<file path="src/rtl/core/contour_line_angle_assert.svh">
// ----------------------------------------------------------------------------
// contour_line_angle assertion macros
// Concurrent checks on clk with rst as the disable condition. Define
// NO_ASSERTIONS to compile them out.
// ----------------------------------------------------------------------------
`ifndef CONTOUR_LINE_ANGLE_ASSERT_SVH
`define CONTOUR_LINE_ANGLE_ASSERT_SVH
`ifndef NO_ASSERTIONS
// same-cycle implication
`define CLA_ASSERT_IMPL(name, ante, cons) \
  name: assert property (@(posedge clk) disable iff (rst) (ante) |-> (cons)) \
    else $error("contour_line_angle: same-cycle check failed");
// next-cycle implication
`define CLA_ASSERT_NEXT(name, ante, cons) \
  name: assert property (@(posedge clk) disable iff (rst) (ante) |=> (cons)) \
    else $error("contour_line_angle: next-cycle check failed");
`else
`define CLA_ASSERT_IMPL(name, ante, cons)
`define CLA_ASSERT_NEXT(name, ante, cons)
`endif
`endif

</file>
<file path="src/rtl/core/cla_pkg.sv">
// ----------------------------------------------------------------------------
// cla_pkg
// Shared types, constants and the arctangent table of the line angle block.
// ----------------------------------------------------------------------------
package cla_pkg;

  localparam int DEF_MAX_POINTS      = 65536;
  localparam int DEF_COORD_BITS      = 11;
  localparam int DEF_ANGLE_FRAC_BITS = 13;

  localparam int ANGLE_W      = 16;
  localparam int CENTER_RESET = 480;

  // CORDIC: table in Q24, inputs normalized below 2^NORM_BITS
  localparam int TAB_BITS     = 24;
  localparam int CORDIC_STEPS = 24;
  localparam int STEP_W       = $clog2(CORDIC_STEPS + 1);
  localparam int TAB_W        = TAB_BITS + 1;
  localparam int NORM_BITS    = 30;
  localparam int CX_W         = NORM_BITS + 4;
  localparam int Z_W          = TAB_BITS + 3;
  localparam longint PI_Q24   = 52707179;

  typedef enum logic [3:0] {
    ST_IDLE,
    ST_ACC,
    ST_PREP,
    ST_MUL_NXY,
    ST_MUL_SXSY,
    ST_MUL_NYY,
    ST_MUL_SYSY,
    ST_NORM,
    ST_CORDIC,
    ST_OUT
  } cla_state_t;

  // atan(2^-i) in Q24, rounded to nearest
  function automatic logic [TAB_W-1:0] cla_atan(input logic [STEP_W-1:0] idx);
    logic [TAB_W-1:0] v;
    case (idx)
      5'd0:    v = 25'd13176795;
      5'd1:    v = 25'd7778716;
      5'd2:    v = 25'd4110060;
      5'd3:    v = 25'd2086331;
      5'd4:    v = 25'd1047214;
      5'd5:    v = 25'd524117;
      5'd6:    v = 25'd262123;
      5'd7:    v = 25'd131069;
      5'd8:    v = 25'd65536;
      5'd9:    v = 25'd32768;
      5'd10:   v = 25'd16384;
      5'd11:   v = 25'd8192;
      5'd12:   v = 25'd4096;
      5'd13:   v = 25'd2048;
      5'd14:   v = 25'd1024;
      5'd15:   v = 25'd512;
      5'd16:   v = 25'd256;
      5'd17:   v = 25'd128;
      5'd18:   v = 25'd64;
      5'd19:   v = 25'd32;
      5'd20:   v = 25'd16;
      5'd21:   v = 25'd8;
      5'd22:   v = 25'd4;
      5'd23:   v = 25'd2;
      default: v = '0;
    endcase
    return v;
  endfunction

endpackage

</file>
<file path="src/rtl/core/cla_mul.sv">
// ----------------------------------------------------------------------------
// cla_mul
// Shift-add multiplier, one multiplier bit per cycle, product kept modulo
// 2^P_W. Finishes early once the remaining multiplier bits are all zero.
// ----------------------------------------------------------------------------
module cla_mul #(
  parameter int A_W = 39,
  parameter int B_W = 28,
  parameter int P_W = 56
) (
  input  logic           clk,
  input  logic           rst,
  input  logic           start,
  input  logic [A_W-1:0] a,
  input  logic [B_W-1:0] b,
  output logic           done,
  output logic [P_W-1:0] product
);

  logic [P_W-1:0] acc;
  logic [P_W-1:0] a_sh;
  logic [B_W-1:0] b_sh;
  logic           running;

  always_ff @(posedge clk) begin
    if (rst) begin
      running <= 1'b0;
      done    <= 1'b0;
    end else begin
      done <= 1'b0;
      if (start) begin
        running <= 1'b1;
      end else if (running && b_sh == '0) begin
        running <= 1'b0;
        done    <= 1'b1;
      end
    end
  end

  always_ff @(posedge clk) begin
    if (start) begin
      acc  <= '0;
      a_sh <= P_W'(a);
      b_sh <= b;
    end else if (running && b_sh != '0) begin
      if (b_sh[0]) begin
        acc <= acc + a_sh;
      end
      a_sh <= a_sh << 1;
      b_sh <= b_sh >> 1;
    end
  end

  assign product = acc;

endmodule

</file>
<file path="src/rtl/core/cla_cordic.sv">
// ----------------------------------------------------------------------------
// cla_cordic
// Vectoring CORDIC, one rotation per cycle: angle of (x, y) in Q24, clamped
// at zero.
// ----------------------------------------------------------------------------
module cla_cordic (
  input  logic                          clk,
  input  logic                          rst,
  input  logic                          start,
  input  logic [cla_pkg::NORM_BITS-1:0] x_in,
  input  logic [cla_pkg::NORM_BITS-1:0] y_in,
  output logic                          done,
  output logic [cla_pkg::Z_W-2:0]       z_out
);
  import cla_pkg::*;

  localparam logic [STEP_W-1:0] STEP_LAST = STEP_W'(CORDIC_STEPS - 1);

  logic signed [CX_W-1:0] x, y, dx, dy;
  logic signed [Z_W-1:0]  z, tab;
  logic [STEP_W-1:0]      step;
  logic                   busy;

  always_comb begin
    dx  = x >>> step;
    dy  = y >>> step;
    tab = $signed(Z_W'(cla_atan(step)));
  end

  always_ff @(posedge clk) begin
    if (rst) begin
      busy <= 1'b0;
      done <= 1'b0;
    end else begin
      done <= 1'b0;
      if (start) begin
        busy <= 1'b1;
      end else if (busy && step == STEP_LAST) begin
        busy <= 1'b0;
        done <= 1'b1;
      end
    end
  end

  always_ff @(posedge clk) begin
    if (start) begin
      x    <= $signed(CX_W'(x_in));
      y    <= $signed(CX_W'(y_in));
      z    <= '0;
      step <= '0;
    end else if (busy) begin
      // rotate toward the x axis
      if (!y[CX_W-1]) begin
        x <= x + dy;
        y <= y - dx;
        z <= z + tab;
      end else begin
        x <= x - dy;
        y <= y + dx;
        z <= z - tab;
      end
      step <= step + 1'b1;
    end
  end

  assign z_out = z[Z_W-1] ? '0 : z[Z_W-2:0];

endmodule

</file>
<file path="src/rtl/core/contour_line_angle.sv">
// ----------------------------------------------------------------------------
// contour_line_angle
// Least-squares line fit over the points of one region, angle out as Q3.13.
// ----------------------------------------------------------------------------
// For a point beat that is not the last, busy is high only in ST_ACC, the cycle after start.
// After the last point, the one shift-add multiplier forms four products in turn,
// normalization halves both operands while either is at least 2^NORM_BITS, and the
// CORDIC runs unless there is no angle; angle_valid is a registered strobe from ST_OUT.
// The receiver cannot stall; the strobe lasts one cycle.
// Synchronous rst clears the sums and count and sets center_row to 480.
`include "contour_line_angle_assert.svh"

module contour_line_angle #(
  parameter int MAX_POINTS      = cla_pkg::DEF_MAX_POINTS,
  parameter int COORD_BITS      = cla_pkg::DEF_COORD_BITS,
  parameter int ANGLE_FRAC_BITS = cla_pkg::DEF_ANGLE_FRAC_BITS
) (
  input  logic                                clk,
  input  logic                                rst,
  input  logic                                start,
  output logic                                busy,
  input  logic [COORD_BITS-1:0]               point_x,
  input  logic [COORD_BITS-1:0]               point_y,
  input  logic                                last_point,
  input  logic                                cfg_we,
  input  logic [COORD_BITS:0]                 cfg_wdata,
  output logic signed [cla_pkg::ANGLE_W-1:0]  angle,
  output logic                                angle_valid
);
  import cla_pkg::*;

  localparam int CNT_W  = $clog2(MAX_POINTS + 1);
  localparam int SUM_W  = COORD_BITS + CNT_W;
  localparam int PRD_W  = 2 * COORD_BITS;
  localparam int SQ_W   = PRD_W + CNT_W;
  localparam int FULL_W = SQ_W + CNT_W;
  localparam int P_W    = (FULL_W > 64) ? 64 : FULL_W;
  localparam int DIST_W = COORD_BITS + 1;
  localparam int RND_SH = TAB_BITS - ANGLE_FRAC_BITS;
  localparam int A_W    = Z_W + 1;
  localparam int F_W    = Z_W + 2;
  localparam longint PI_OUT = (PI_Q24 + (longint'(1) << (RND_SH - 1))) >> RND_SH;
  localparam logic signed [F_W-1:0] PI_Q = F_W'(PI_OUT);
  localparam logic [CNT_W-1:0]  CNT_MAX = CNT_W'(MAX_POINTS);
  localparam logic [DIST_W-1:0] CTR_RST = DIST_W'(CENTER_RESET);

  cla_state_t state, state_next;

  logic [DIST_W-1:0]     center_row;
  logic [CNT_W-1:0]      point_count;
  logic [SUM_W-1:0]      sum_col, sum_row;
  logic [SQ_W-1:0]       sum_col_row, sum_row_sq;
  logic [COORD_BITS-1:0] far_row, near_row;
  logic [COORD_BITS-1:0] pt_x, pt_y;
  logic                  pt_last;
  logic [PRD_W-1:0]      pt_xy, pt_yy;
  logic [DIST_W-1:0]     pt_dist, pt_trunc, far_dist, near_dist;

  logic                  mul_start, mul_done;
  logic [SQ_W-1:0]       mul_a;
  logic [SUM_W-1:0]      mul_b;
  logic [P_W-1:0]        mul_p;

  logic [P_W-1:0]        p_hold, mag, den, den_calc;
  logic                  neg, has_angle, pos, norm_big;

  logic                  cordic_start, cordic_done;
  logic [Z_W-2:0]        cordic_z;
  logic [Z_W-1:0]        z_sum;
  logic signed [A_W-1:0] a_rnd, a_q;
  logic signed [F_W-1:0] angle_full;

  function automatic logic [DIST_W-1:0] half_dist(input logic [COORD_BITS-1:0] row,
                                                  input logic [DIST_W-1:0] ctr);
    logic [DIST_W-1:0] twice;
    twice = {row, 1'b0};
    return (twice >= ctr) ? twice - ctr : ctr - twice;
  endfunction

  // --------------------------------------------------------------------------
  // Shared units
  // --------------------------------------------------------------------------
  cla_mul #(
    .A_W (SQ_W),
    .B_W (SUM_W),
    .P_W (P_W)
  ) u_mul (
    .clk     (clk),
    .rst     (rst),
    .start   (mul_start),
    .a       (mul_a),
    .b       (mul_b),
    .done    (mul_done),
    .product (mul_p)
  );

  cla_cordic u_cordic (
    .clk   (clk),
    .rst   (rst),
    .start (cordic_start),
    .x_in  (NORM_BITS'(den)),
    .y_in  (NORM_BITS'(mag)),
    .done  (cordic_done),
    .z_out (cordic_z)
  );

  // --------------------------------------------------------------------------
  // Combinational helpers
  // --------------------------------------------------------------------------
  always_comb begin
    pt_dist   = half_dist(pt_y, center_row);
    pt_trunc  = {pt_dist[DIST_W-1:1], 1'b0};
    far_dist  = half_dist(far_row, center_row);
    near_dist = half_dist(near_row, center_row);
    den_calc  = (p_hold >= mul_p) ? p_hold - mul_p : '0;
    norm_big  = |((mag | den) >> NORM_BITS);
    pos       = has_angle && !neg;
    z_sum     = {1'b0, cordic_z} + (Z_W'(1) << (RND_SH - 1));
    a_rnd     = $signed({1'b0, z_sum >> RND_SH});
    if (far_row == near_row) begin
      angle_full = '0;
    end else if (far_row > near_row) begin
      angle_full = F_W'(a_q);
    end else if (pos) begin
      angle_full = F_W'(a_q) - PI_Q;
    end else begin
      angle_full = F_W'(a_q) + PI_Q;
    end
  end

  // --------------------------------------------------------------------------
  // Sequencer
  // --------------------------------------------------------------------------
  always_comb begin
    state_next = state;
    case (state)
      ST_IDLE:     if (start) state_next = ST_ACC;
      ST_ACC:      state_next = pt_last ? ST_PREP : ST_IDLE;
      ST_PREP:     state_next = ST_MUL_NXY;
      ST_MUL_NXY:  if (mul_done) state_next = ST_MUL_SXSY;
      ST_MUL_SXSY: if (mul_done) state_next = ST_MUL_NYY;
      ST_MUL_NYY:  if (mul_done) state_next = ST_MUL_SYSY;
      ST_MUL_SYSY: if (mul_done) state_next = ST_NORM;
      ST_NORM: begin
        if (!has_angle) begin
          state_next = ST_OUT;
        end else if (!norm_big) begin
          state_next = ST_CORDIC;
        end
      end
      ST_CORDIC:   if (cordic_done) state_next = ST_OUT;
      ST_OUT:      state_next = ST_IDLE;
      default:     state_next = ST_IDLE;
    endcase
  end

  always_comb begin
    busy         = (state != ST_IDLE);
    mul_start    = (state_next != state) &&
                   (state_next inside {ST_MUL_NXY, ST_MUL_SXSY, ST_MUL_NYY, ST_MUL_SYSY});
    cordic_start = (state == ST_NORM) && (state_next == ST_CORDIC);
    case (state_next)
      ST_MUL_NXY: begin
        mul_a = sum_col_row;
        mul_b = SUM_W'(point_count);
      end
      ST_MUL_SXSY: begin
        mul_a = SQ_W'(sum_col);
        mul_b = sum_row;
      end
      ST_MUL_NYY: begin
        mul_a = sum_row_sq;
        mul_b = SUM_W'(point_count);
      end
      ST_MUL_SYSY: begin
        mul_a = SQ_W'(sum_row);
        mul_b = sum_row;
      end
      default: begin
        mul_a = '0;
        mul_b = '0;
      end
    endcase
  end

  // --------------------------------------------------------------------------
  // Control registers and sums
  // --------------------------------------------------------------------------
  always_ff @(posedge clk) begin
    if (rst) begin
      state       <= ST_IDLE;
      center_row  <= CTR_RST;
      point_count <= '0;
      sum_col     <= '0;
      sum_row     <= '0;
      sum_col_row <= '0;
      sum_row_sq  <= '0;
      angle_valid <= 1'b0;
    end else begin
      state       <= state_next;
      angle_valid <= 1'b0;
      if (cfg_we) begin
        center_row <= cfg_wdata;
      end
      if (state == ST_ACC && point_count < CNT_MAX) begin
        point_count <= point_count + 1'b1;
        sum_col     <= sum_col + SUM_W'(pt_x);
        sum_row     <= sum_row + SUM_W'(pt_y);
        sum_col_row <= sum_col_row + SQ_W'(pt_xy);
        sum_row_sq  <= sum_row_sq + SQ_W'(pt_yy);
      end
      if (state == ST_OUT) begin
        angle_valid <= 1'b1;
        point_count <= '0;
        sum_col     <= '0;
        sum_row     <= '0;
        sum_col_row <= '0;
        sum_row_sq  <= '0;
      end
    end
  end

  // --------------------------------------------------------------------------
  // Datapath registers
  // --------------------------------------------------------------------------
  always_ff @(posedge clk) begin
    if (state == ST_IDLE && start) begin
      pt_x    <= point_x;
      pt_y    <= point_y;
      pt_last <= last_point;
      pt_xy   <= PRD_W'(point_x) * PRD_W'(point_y);
      pt_yy   <= PRD_W'(point_y) * PRD_W'(point_y);
    end

    // drop points past capacity; the first point seeds both rows
    if (state == ST_ACC && point_count < CNT_MAX) begin
      if (point_count == '0) begin
        far_row  <= pt_y;
        near_row <= pt_y;
      end else begin
        if (pt_trunc > far_dist) begin
          far_row <= pt_y;
        end
        if (pt_trunc < near_dist) begin
          near_row <= pt_y;
        end
      end
    end

    case (state)
      ST_MUL_NXY: if (mul_done) p_hold <= mul_p;
      ST_MUL_SXSY: begin
        if (mul_done) begin
          neg <= (p_hold < mul_p);
          mag <= (p_hold >= mul_p) ? p_hold - mul_p : mul_p - p_hold;
        end
      end
      ST_MUL_NYY: if (mul_done) p_hold <= mul_p;
      ST_MUL_SYSY: begin
        if (mul_done) begin
          den       <= den_calc;
          has_angle <= (den_calc != '0) && (mag != '0);
        end
      end
      ST_NORM: begin
        if (!has_angle) begin
          a_q <= '0;
        end else if (norm_big) begin
          mag <= mag >> 1;
          den <= den >> 1;
        end
      end
      ST_CORDIC: if (cordic_done) a_q <= neg ? -a_rnd : a_rnd;
      ST_OUT: angle <= angle_full[ANGLE_W-1:0];
      default: ;
    endcase
  end

  // --------------------------------------------------------------------------
  // Assertions
  // --------------------------------------------------------------------------
  `CLA_ASSERT_NEXT(a_valid_one_cycle, angle_valid, !angle_valid)
  `CLA_ASSERT_IMPL(a_valid_after_out, angle_valid, $past(state == ST_OUT))
  `CLA_ASSERT_NEXT(a_beat_to_acc, start && !busy, state == ST_ACC)
  `CLA_ASSERT_IMPL(a_count_bound, 1'b1, point_count <= CNT_MAX)

endmodule
</file>
<file path="config.mk">
export PLATFORM = sky130hd
export DESIGN_NAME = contour_line_angle
export DESIGN_NICKNAME = d
export VERILOG_FILES = /design/src/rtl/core/cla_pkg.sv /design/src/rtl/core/cla_mul.sv /design/src/rtl/core/cla_cordic.sv /design/src/rtl/core/contour_line_angle.sv
export VERILOG_INCLUDE_DIRS = /design/src /design/src/rtl/core
export SDC_FILE = /design/constraint.sdc
export NUM_CORES = 2
export LEC_CHECK = 0
export ABC_AREA = 1
export BUFFER_PORTS_ARGS = -buffer_cell sky130_fd_sc_hd__buf_4
export CORE_MARGIN = 8
export CORE_UTILIZATION = 50
export DETAILED_ROUTE_END_ITERATION = 7
export PLACE_DENSITY = 0.63
export SLEW_MARGIN = 30
export SYNTH_ARGS = -nofsm -noshare
export SYNTH_HDL_FRONTEND = slang
export SYNTH_SLANG_ARGS = --single-unit
</file>
<file path="constraint.sdc">
create_clock -name clk -period 14.29 [get_ports clk]
set_input_delay 0.7145 -clock clk [delete_from_list [all_inputs] [get_ports clk]]
set_output_delay 0.7145 -clock clk [all_outputs]
set_load 0.02 [all_outputs]
</file>
==> results_dict.tcl <==
set metrics [dict create \
    fmax_mhz 170 \
    grt_pass1_wl_um 349000 \
    drive_gt1_share_pct 4.20 \
    synth_cell_types 70 \
    setup_viol 0 \
    finalCritPeriodShare_pct 41.1 \
    syn_nets 10500 \
    area_growth_pct 6.85 \
    async_flop_share_pct 0 \
    cts.path.max_buffers 3 \
    p_leak_nw 34.8 \
    die_area_mm2 0.147 \
    min_path_type "input pin to flop" \
    synth_area_mm2 0.0677 \
    slew_headroom_pct 34.5 \
    synth_edf_count 416 \
    grt_pass1_vias 61600 \
    final_common_cell "nand2_1" \
    vias_per_cell 5.64 \
    hold_viol_final 0 \
    avgSynthCellArea_um2 6.93 \
    drt_iter0_markers 6091 \
    power_w 0.0102 \
    layout_common_cells "2364 x nand2_1, 1508 x inv_1, 811 x a21oi_1" \
    nFillCells 13600 \
    gp_congestion 0.982 \
    netlist_instances 9776 \
    yosysTopAreaCell "edfxtp_1" \
    core_area_mm2 0.135 \
    crit_type "flop to flop" \
    grt_setup_unrepaired "no" \
    root_buffer "clkbuf_16" \
    cts-buffers-inserted 87 \
    tns_ns 0 \
    post-cts-setup-buffer-count 0 \
    cp_slowest_cell "buf_4" \
    start_util_pct 50.2 \
    wl_per_cell_um 19.5 \
    cap_violations 0 \
    drc_errors 0 \
    io-pin-count 57 \
    synthTopCellsByArea "edfxtp_1 18%, nand2_1 13%, ha_1 10%" \
    ir_drop_mv 0.161 \
    cpMostUsedCell "nand2_1" \
    placedCellCount 11300 \
    max_slew.worst_pin.slew_ns 0.980 \
    rrSetupSlack_ns 8.41 \
    die_w_um 384 \
    slew_violations 0 \
    drtPass1Iterations 8 \
    startpoint_type "flop" \
    vias 65000 \
    grt_max_degree 90 \
    yosysSeqAreaShare_pct 27.6 \
    num_rows 135 \
    synth-main-ff-cell "edfxtp_1" \
    yosys_warnings 0 \
    status "finished clean" \
    cp.arrival_ns 6.27 \
    cpPeakStageDelay_ns 0.58 \
    antenna_found_initial 4 \
    postCtsHoldBufs 0 \
    clock_sinks 725 \
    ant_nets 0 \
    cts_resized 0 \
    final_nets 10400 \
    clock_skew_ns 0.0549 \
    clk_pin_slew_ns 0.06 \
    period_needed_ns 5.88 \
    synth-seq-cells 725 \
    antenna_cells 0 \
    cts_tree "built" \
    path_max_fanout 69 \
    wirelength_um 224000 \
    io_buffers 56 \
    cp_data_required_time_ns 14.68 \
    crit_buf_inv 4 \
    cpLargestDelayFamily "simple AND/OR/NAND/NOR gates" \
    stdcell_count 11500 \
    grt.overflow.total 0 \
    clk_latency_ns 0.70 \
    grt_usage_pct 29.6 \
    htree_levels 3 \
    dp_hpwl_um 179000 \
    cp-end-kind "flop" \
    synth_top_area_share_pct 18.4 \
    die_y_um 384 \
    p_per_area_mw_per_mm2 141 \
]
metrics by stage:
stage | util, % | area [µm²] | hold WS (ns) | worst slack (ns)
5_1_grt | 53.6 | 72400 | 0.186 | 7.90
2_1_floorplan | - | 67700 | 0.408 | 8.51
3_3_place_gp | 51.4 | 69400 | 0.411 | 8.37
6_report | 53.6 | 72400 | 0.210 | 8.41
3_5_place_dp | 51.4 | 69400 | 0.416 | 8.35
4_1_cts | 53.6 | 72400 | 0.159 | 8.50
layout make-up:
class | instances | area [µm²] | area share [%]
Multi-Input combinational cell | 7200 | 41900 | 58.0
Clock inverter | 35 | 375 | 0.519
Timing Repair Buffer | 108 | 815 | 1.13
Clock buffer | 128 | 2550 | 3.53
Inverter | 1534 | 5760 | 7.97
Tap cell | 1781 | 2230 | 3.08
Sequential cell | 725 | 18700 | 25.8
path summary, 6_finish.rpt:
kind | start | to | depth (start not counted)
max reg2reg | u_cordic.step[0] | u_cordic.x[21] | 29
min reg2reg | u_mul.product[55] | p_hold[55] | 0
min | last_point | pt_last | 1
max | u_cordic.step[0] | u_cordic.x[21] | 29
cells in the mapped netlist (all sizes together), types with 75 or more instances:
| cell | number |
|---|---|
| a21oi | 814 |
| o211ai | 75 |
| edfxtp | 416 |
| dfxtp | 309 |
| o21ai | 726 |
| nand3 | 694 |
| clkbuf | 186 |
| inv | 1532 |
| fa | 160 |
| buf | 131 |
| xor2 | 220 |
| xnor2 | 128 |
| nand2 | 2396 |
| nand4 | 150 |
| nor3 | 109 |
| ha | 562 |
| nor2 | 712 |
per-layer routing:
layer  track usage, %  wire length (µm)
met1             42.0            103000
met2             47.0             98400
met3             3.31             14700
met4             9.64              7680
met5                0                13
where the power goes:
part           switching [W]  internal, W
clock network       0.000951      0.00134
logic                0.00333      0.00169
registers           0.000269      0.00260
registers in the layout, summed over array words and instances (netlist names), 12 cells and up:
| register | cells |
|---|---|
| mag | 56 |
| pt_xy | 22 |
| sum_row | 28 |
| u_mul.b_sh | 28 |
| u_cordic.z | 27 |
| u_cordic.x | 34 |
| den | 56 |
| sum_col_row | 39 |
| u_mul.product | 56 |
| u_cordic.y | 34 |
| center_row | 12 |
| pt_yy | 20 |
| a_q | 16 |
| angle | 16 |
| sum_col | 28 |
| u_mul.a_sh | 56 |
| p_hold | 56 |
| sum_row_sq | 39 |
| point_count | 17 |
| u_cordic.tab | 24 |
logic make-up (layout without fill, tap and decap cells):
logic type | after synthesis | in the layout | synth area share [%]
adder cells (fa/ha/maj) | 722 | 722 | 15.1
XOR/XNOR | 348 | 348 | 4.50
flip-flops | 725 | 725 | 27.6
multiplexers | 13 | 13 | 0.201
buffers and inverters | 1851 | 1805 | 10.6
AO/OA/AOI/OAI | 1954 | 1954 | 16.0
AND/OR/NAND/NOR | 4163 | 4163 | 26.0
No activity file was read; power rests on OpenSTA's default activity.
